<file path="src/design/srt_pkg.sv">
// ----------------------------------------------------------------------------
// srt_pkg
// Shared types and codes for the subresource region tracker.
// ----------------------------------------------------------------------------
package srt_pkg;

   typedef enum logic [1:0] {
      CMD_APPLY  = 2'd0,
      CMD_LOOKUP = 2'd1,
      CMD_CLEAR  = 2'd2,
      CMD_UNUSED = 2'd3
   } cmd_type;

   typedef enum logic [1:0] {
      ST_OK        = 2'd0,
      ST_INVALID   = 2'd1,
      ST_FULL      = 2'd2,
      ST_NOT_FOUND = 2'd3
   } status_type;

   typedef enum logic [3:0] {
      OP_NONE,
      OP_LOAD,
      OP_START,
      OP_READ,
      OP_P1_EVAL,
      OP_RESTART,
      OP_P2_EVAL,
      OP_NEXT,
      OP_FRAG,
      OP_COMMIT,
      OP_LK_HIT,
      OP_CLEAR
   } dp_op_type;

   typedef enum logic [3:0] {
      S_IDLE,
      S_DECODE,
      S_P1_RD,
      S_P1_EV,
      S_FULLCHK,
      S_P2_RD,
      S_P2_EV,
      S_P2_FR,
      S_CHG,
      S_LK_RD,
      S_LK_EV,
      S_FIN
   } ctrl_state_type;

   typedef struct packed {
      logic [2:0]  aspect;
      logic [10:0] layer0;
      logic [11:0] layers;
      logic [3:0]  level0;
      logic [4:0]  levels;
   } rect_type;

   typedef struct packed {
      rect_type    r;
      logic [31:0] layout;
   } entry_type;

   typedef struct packed {
      dp_op_type  op;
      logic       rsp_load;
      status_type rsp_status;
   } dp_cmd_type;

   typedef struct packed {
      cmd_type cmd;
      logic    chg_bad;
      logic    walk_done;
      logic    full;
      logic    fmask_zero;
      logic    lk_hit;
      logic    rsp_free;
   } dp_stat_type;

endpackage

</file>
<file path="src/design/srt_ctrl.sv">
// ----------------------------------------------------------------------------
// srt_ctrl
// Command sequencer: table walks for apply (two passes) and lookup.
// ----------------------------------------------------------------------------
module srt_ctrl (
   input  logic                clock,
   input  logic                reset,
   input  logic                req_valid,
   output logic                req_stall,
   input  srt_pkg::dp_stat_type stat,
   output srt_pkg::dp_cmd_type  cmd
);

   srt_pkg::ctrl_state_type state_ff, state_in;
   srt_pkg::status_type     st_ff, st_in;

   always_ff @(posedge clock) begin
      if (reset) begin
         state_ff <= srt_pkg::S_IDLE;
         st_ff    <= srt_pkg::ST_OK;
      end else begin
         state_ff <= state_in;
         st_ff    <= st_in;
      end
   end

   assign req_stall = (state_ff != srt_pkg::S_IDLE);

   always_comb begin
      state_in       = state_ff;
      st_in          = st_ff;
      cmd.op         = srt_pkg::OP_NONE;
      cmd.rsp_load   = 1'b0;
      cmd.rsp_status = st_ff;
      unique case (state_ff)
         srt_pkg::S_IDLE: begin
            if (req_valid) begin
               cmd.op   = srt_pkg::OP_LOAD;
               state_in = srt_pkg::S_DECODE;
            end
         end
         srt_pkg::S_DECODE: begin
            cmd.op = srt_pkg::OP_START;
            unique case (stat.cmd)
               srt_pkg::CMD_APPLY: begin
                  if (stat.chg_bad) begin
                     st_in    = srt_pkg::ST_INVALID;
                     state_in = srt_pkg::S_FIN;
                  end else begin
                     state_in = srt_pkg::S_P1_RD;
                  end
               end
               srt_pkg::CMD_LOOKUP: state_in = srt_pkg::S_LK_RD;
               srt_pkg::CMD_CLEAR: begin
                  cmd.op   = srt_pkg::OP_CLEAR;
                  st_in    = srt_pkg::ST_OK;
                  state_in = srt_pkg::S_FIN;
               end
               default: begin
                  st_in    = srt_pkg::ST_INVALID;
                  state_in = srt_pkg::S_FIN;
               end
            endcase
         end
         srt_pkg::S_P1_RD: begin
            if (stat.walk_done) begin
               state_in = srt_pkg::S_FULLCHK;
            end else begin
               cmd.op   = srt_pkg::OP_READ;
               state_in = srt_pkg::S_P1_EV;
            end
         end
         srt_pkg::S_P1_EV: begin
            cmd.op   = srt_pkg::OP_P1_EVAL;
            state_in = srt_pkg::S_P1_RD;
         end
         srt_pkg::S_FULLCHK: begin
            if (stat.full) begin
               st_in    = srt_pkg::ST_FULL;
               state_in = srt_pkg::S_FIN;
            end else begin
               cmd.op   = srt_pkg::OP_RESTART;
               state_in = srt_pkg::S_P2_RD;
            end
         end
         srt_pkg::S_P2_RD: begin
            if (stat.walk_done) begin
               state_in = srt_pkg::S_CHG;
            end else begin
               cmd.op   = srt_pkg::OP_READ;
               state_in = srt_pkg::S_P2_EV;
            end
         end
         srt_pkg::S_P2_EV: begin
            cmd.op   = srt_pkg::OP_P2_EVAL;
            state_in = srt_pkg::S_P2_FR;
         end
         srt_pkg::S_P2_FR: begin
            if (stat.fmask_zero) begin
               cmd.op   = srt_pkg::OP_NEXT;
               state_in = srt_pkg::S_P2_RD;
            end else begin
               cmd.op = srt_pkg::OP_FRAG;
            end
         end
         srt_pkg::S_CHG: begin
            cmd.op   = srt_pkg::OP_COMMIT;
            st_in    = srt_pkg::ST_OK;
            state_in = srt_pkg::S_FIN;
         end
         srt_pkg::S_LK_RD: begin
            if (stat.walk_done) begin
               st_in    = srt_pkg::ST_NOT_FOUND;
               state_in = srt_pkg::S_FIN;
            end else begin
               cmd.op   = srt_pkg::OP_READ;
               state_in = srt_pkg::S_LK_EV;
            end
         end
         srt_pkg::S_LK_EV: begin
            if (stat.lk_hit) begin
               cmd.op   = srt_pkg::OP_LK_HIT;
               st_in    = srt_pkg::ST_OK;
               state_in = srt_pkg::S_FIN;
            end else begin
               cmd.op   = srt_pkg::OP_NEXT;
               state_in = srt_pkg::S_LK_RD;
            end
         end
         srt_pkg::S_FIN: begin
            if (stat.rsp_free) begin
               cmd.rsp_load = 1'b1;
               state_in     = srt_pkg::S_IDLE;
            end
         end
         default: state_in = srt_pkg::S_IDLE;
      endcase
   end

endmodule

</file>
<file path="config.mk">
export PLATFORM = sky130hd
export DESIGN_NAME = srt_ctrl
export DESIGN_NICKNAME = d
export VERILOG_FILES = /design/src/design/srt_pkg.sv /design/src/design/srt_ctrl.sv
export SDC_FILE = /design/constraint.sdc
export NUM_CORES = 1
export LEC_CHECK = 0
export BUFFER_PORTS_ARGS = -buffer_cell sky130_fd_sc_hd__buf_2
export CORE_MARGIN = 2
export CORE_UTILIZATION = 55
export DETAILED_ROUTE_END_ITERATION = 12
export PLACE_DENSITY = 0.8
export SKIP_LAST_GASP = 1
export SYNTH_ARGS = -nofsm -noshare
export SYNTH_HDL_FRONTEND = slang
export SYNTH_SLANG_ARGS = --single-unit
export TNS_END_PERCENT = 50
</file>
<file path="constraint.sdc">
create_clock -name clock -period 3.75 [get_ports clock]
set_input_delay 0.5625 -clock clock [delete_from_list [all_inputs] [get_ports clock]]
set_output_delay 0.5625 -clock clock [all_outputs]
set_load 0.1 [all_outputs]
</file>
Word-level counts from Yosys, hierarchy flattened:

Cells that the tools add are included.
Widths: inputs -> output; s select.

* word-level logic and storage cells: 56
* bits in registers: 6

* multiplexer cells: 26
* equal/unequal tests: 21
* reduce and logical (&&, ||, !) cells: 7

Operators by type and width (count)
* $pmux 4 s12: 1
* $mux 4: 9
* $pmux 4 s9: 1
* $eq 4x3->1 const B: 4
* $eq 4x4->1 const B: 4
* $ne 2x2->1 const B: 7
* $mux 2: 6
* $pmux 2 s5: 1
* $eq 4x2->1 const B: 2
* $pmux 4 s2: 1
* $mux 3: 2
* $pmux 2 s3: 1
* $reduce_and 6->1: 1
* $reduce_bool 5->1: 1
* $eq 4x1->1 const B: 1
* $logic_not 4->1: 1
* $mux 1: 4
* $reduce_bool 4->1: 1
* $ne 3x3->1 const B: 1
* $reduce_and 3->1: 1
* $reduce_or 3->1: 1
* $eq 2x1->1 const B: 1
* $eq 2x2->1 const B: 1
* $logic_not 2->1: 1

Logic depth before layout (Yosys ltp):

* depth after elaboration: 3
* gate-level depth with buffers: 7
* mapped depth without buffers: 6

Worst setup path before layout:

No wires, ideal clock.

* path kind: register to output
* start point: register state_ff[3]
* end point: output port cmd[3] (netlist name)
* data arrival time: 2.407 ns
* required time: 3.188 ns
* stages on the path, launching flop included: 6
* slack: 0.781 ns
* cell sequence: dfxtp_1 buf_2 nor3_1 a21oi_1 o22a_1 o2111ai_1

RTL lines
* start: declaration: line srt_ctrl.sv:14 `srt_pkg::ctrl_state_type state_ff, state_in;`
* start signal: assignment: line srt_ctrl.sv:19 `state_ff <= srt_pkg::S_IDLE;`
* start signal: assignment: line srt_ctrl.sv:22 `state_ff <= state_in;`
* end: declaration: line srt_ctrl.sv:11 `output srt_pkg::dp_cmd_type cmd`

==> flow_summary.toml <==
[sta]
report.final.slew_viol_count = 0
peak_clock_frequency_supported_by_timing_mhz = 348
grt_setup_unrepaired = "no"
post-route-period-util_pct = 76.6
worst_setup_slack_final_ns = 0.878
timing.final.hold_violations = 0
final_period_minus_worst_setup_slack_ns = 2.87
final.setup_skew_ns = 0.000539
timing.setup.tns_ns = 0
finalSetupViolCount = 0
timing_worst_slew_pin_value_ns = 0.711
maxSlewHeadroom_pct = 52.5

[synth]
synth_cells = 112
synthFlopType = "sky130_fd_sc_hd__dfxtp_1"
synth.yosys.warnings = 0
netlist.top_cell.by_area = "sky130_fd_sc_hd__dfxtp_1"
synth-edff-count = 0
synthDominantCellAreaShare_pct = 15.9
synthTopCellsByCount = "14 x sky130_fd_sc_hd__nand2_1, 12 x sky130_fd_sc_hd__a21oi_1, 11 x sky130_fd_sc_hd__nor2_1"
synth_area_leaders = "sky130_fd_sc_hd__dfxtp_1 16%, sky130_fd_sc_hd__a21oi_1 8.0%, sky130_fd_sc_hd__nand2_1 7.0%"
post_synth_instance_area_um2 = 754
synth_unique_cells = 40
synth_area_per_cell_um2 = 6.74
seq_total_area_yosys_pct = 15.9
synth.ff_latch_count = 6
async_reset_ff_share_pct = 0
mappedNetlistNets = 123
yosys.cell_count.top_type = "sky130_fd_sc_hd__nand2_1"

[worst_setup_path]
crit_fanout = 24
timing_worst_setup_path_type = "flip-flop to output pin"
reg2reg_slack_ns = 1.64
timing.critical_path.from_type = "flip-flop"
setup.worst_path.end_class = "output pin"
required_ns = 3.19
worst-endpoint-arrival_ns = 2.31

[route]
drt-met1-wl_um = 861
wl_met2_um = 895
drt-vias-per-instance = 5.91
drtPass1Iterations = 4
avgRoutedWirePerCell_um = 13.0
number_of_nets_still_failing_antenna_checks_after_routing = 0
wl_um = 1830
detailroute.wirelength.met3_um = 76
initialDrtViolationCount = 30
via_count = 833
top_layer_used = "met3"
route.detailed.drc = 0

[floorplan]
design.die.area_mm2 = 0.00168
io_pins = 19
design.core.area_mm2 = 0.00128
die_x_um = 41.0
core.rowCount = 13
start_util_pct = 58.7
dieHeight_um = 41.0

[finish]
fill_cells = 113
synthToLayoutAreaGrowth_pct = 12.6
post_route_cells_drive_above_1_share_pct = 23.8
final-seq-area_um2 = 120
fin_nets = 139
diodes = 0
final_core_utilization_pct = 66.1
multiInputGateArea_um2 = 562

[place]
detailedPlace.worstSlack_ns = 1.17
io_buffers = 18
gpl.final_weighted_congestion = 0.835
hpwl_um = 1320

[clock_network]
cts-root-buf = "sky130_fd_sc_hd__clkbuf_4"
cts_inserted_buffers = 3
cts_sinks = 6
postcts_resize_cnt = 0
tritoncts = "yes"
clk_path_buf_depth = 2
cts.repair_timing.setup_buffer_count = 0
cts_hold_repair.buffers = 0
clock_latency_ns = 0.24
htreeDepth = 1
path_clk_slew_ns = 0.04

[grt]
grt_pass1_wl_um = 2900
first_global_vias = 675
grt_max_degree = 25
grt_overflow_total = 0
grt_use_total_pct = 26.0
antenna_found_initial = 0

[min_path]
hold_path.class = "flip-flop to flip-flop"

[outcome]
status = "completed"

[flow_run]
max_cap_violations = 0
cell families (layout without fill, tap and decap cells):
logic type	count (synthesis)	after routing	synth area share, %
and+or+nand+nor	49	49	32.2
DFF	6	6	15.9
AOI/OAI and AO/OA	40	40	34.5
buffers and inverters	12	26	9.62
muxes	4	4	6.63
xor gates and xnor gates	1	1	1.16
layout make-up:
cell class / instances / area share [%]
multi-input cells: 94 / 66.1
flip-flops and latches: 6 / 14.1
clock buffers: 3 / 2.65
repair buffers: 19 / 11.5
inverters: 4 / 3.39
well taps: 15 / 2.21
critical path: stages, from the launching register on:
cell	delay (ns)
sky130_fd_sc_hd__dfxtp_1	0.77
sky130_fd_sc_hd__nand2b_1	0.30
sky130_fd_sc_hd__nor3_1	0.07
sky130_fd_sc_hd__o21ai_1	0.25
sky130_fd_sc_hd__a21boi_1	0.24
sky130_fd_sc_hd__o2111ai_1	0.13
sky130_fd_sc_hd__buf_2	0.31
cell usage in the layout, fill, tap and decap left out, types with 5 or more instances in the layout:
| master | instances |
|---|---|
| sky130_fd_sc_hd__dfxtp_1 | 6 |
| sky130_fd_sc_hd__nor3_1 | 8 |
| sky130_fd_sc_hd__nand2b_1 | 5 |
| sky130_fd_sc_hd__a21oi_1 | 12 |
| sky130_fd_sc_hd__nand2_1 | 14 |
| sky130_fd_sc_hd__buf_2 | 18 |
| sky130_fd_sc_hd__nor2_1 | 11 |
| sky130_fd_sc_hd__o21ai_1 | 8 |
| sky130_fd_sc_hd__o21ai_0 | 6 |
state kept, by name, indices dropped and copies added, names as in the netlist:
signal,count
state_ff,4
st_ff,2
metrics by stage:
| stage | area [um^2] | hold WS [ns] | std cells |
|---|---|---|---|
| floorplan | 754 | 0.632 | 112 |
| global placement | 827 | 0.461 | 138 |
| detailed placement | 827 | 0.468 | 138 |
| CTS | 850 | 0.475 | 141 |
| global route | 850 | 0.487 | 141 |
| finish | 850 | 0.472 | 141 |
metal layers:
layer	up-vias	track usage [%]
li1	431	-
met1	379	34.8
met2	23	42.2
met3	0	8.70
met4	0	0.833
met5	-	0
final timing paths:
check                           startpoint                     to  cells after the start
hold reg to reg      st_ff[0]$_SDFFE_PP0P_  st_ff[0]$_SDFFE_PP0P_                      2
setup / recovery  state_ff[3]$_SDFFE_PP0P_                 cmd[3]                      6
hold / removal       st_ff[0]$_SDFFE_PP0P_  st_ff[0]$_SDFFE_PP0P_                      2
setup reg to reg  state_ff[3]$_SDFFE_PP0P_  st_ff[1]$_SDFFE_PP0P_                      4
Power is not shown: default switching activity piles up to over one toggle a cycle in this logic, so the estimate is an artifact.
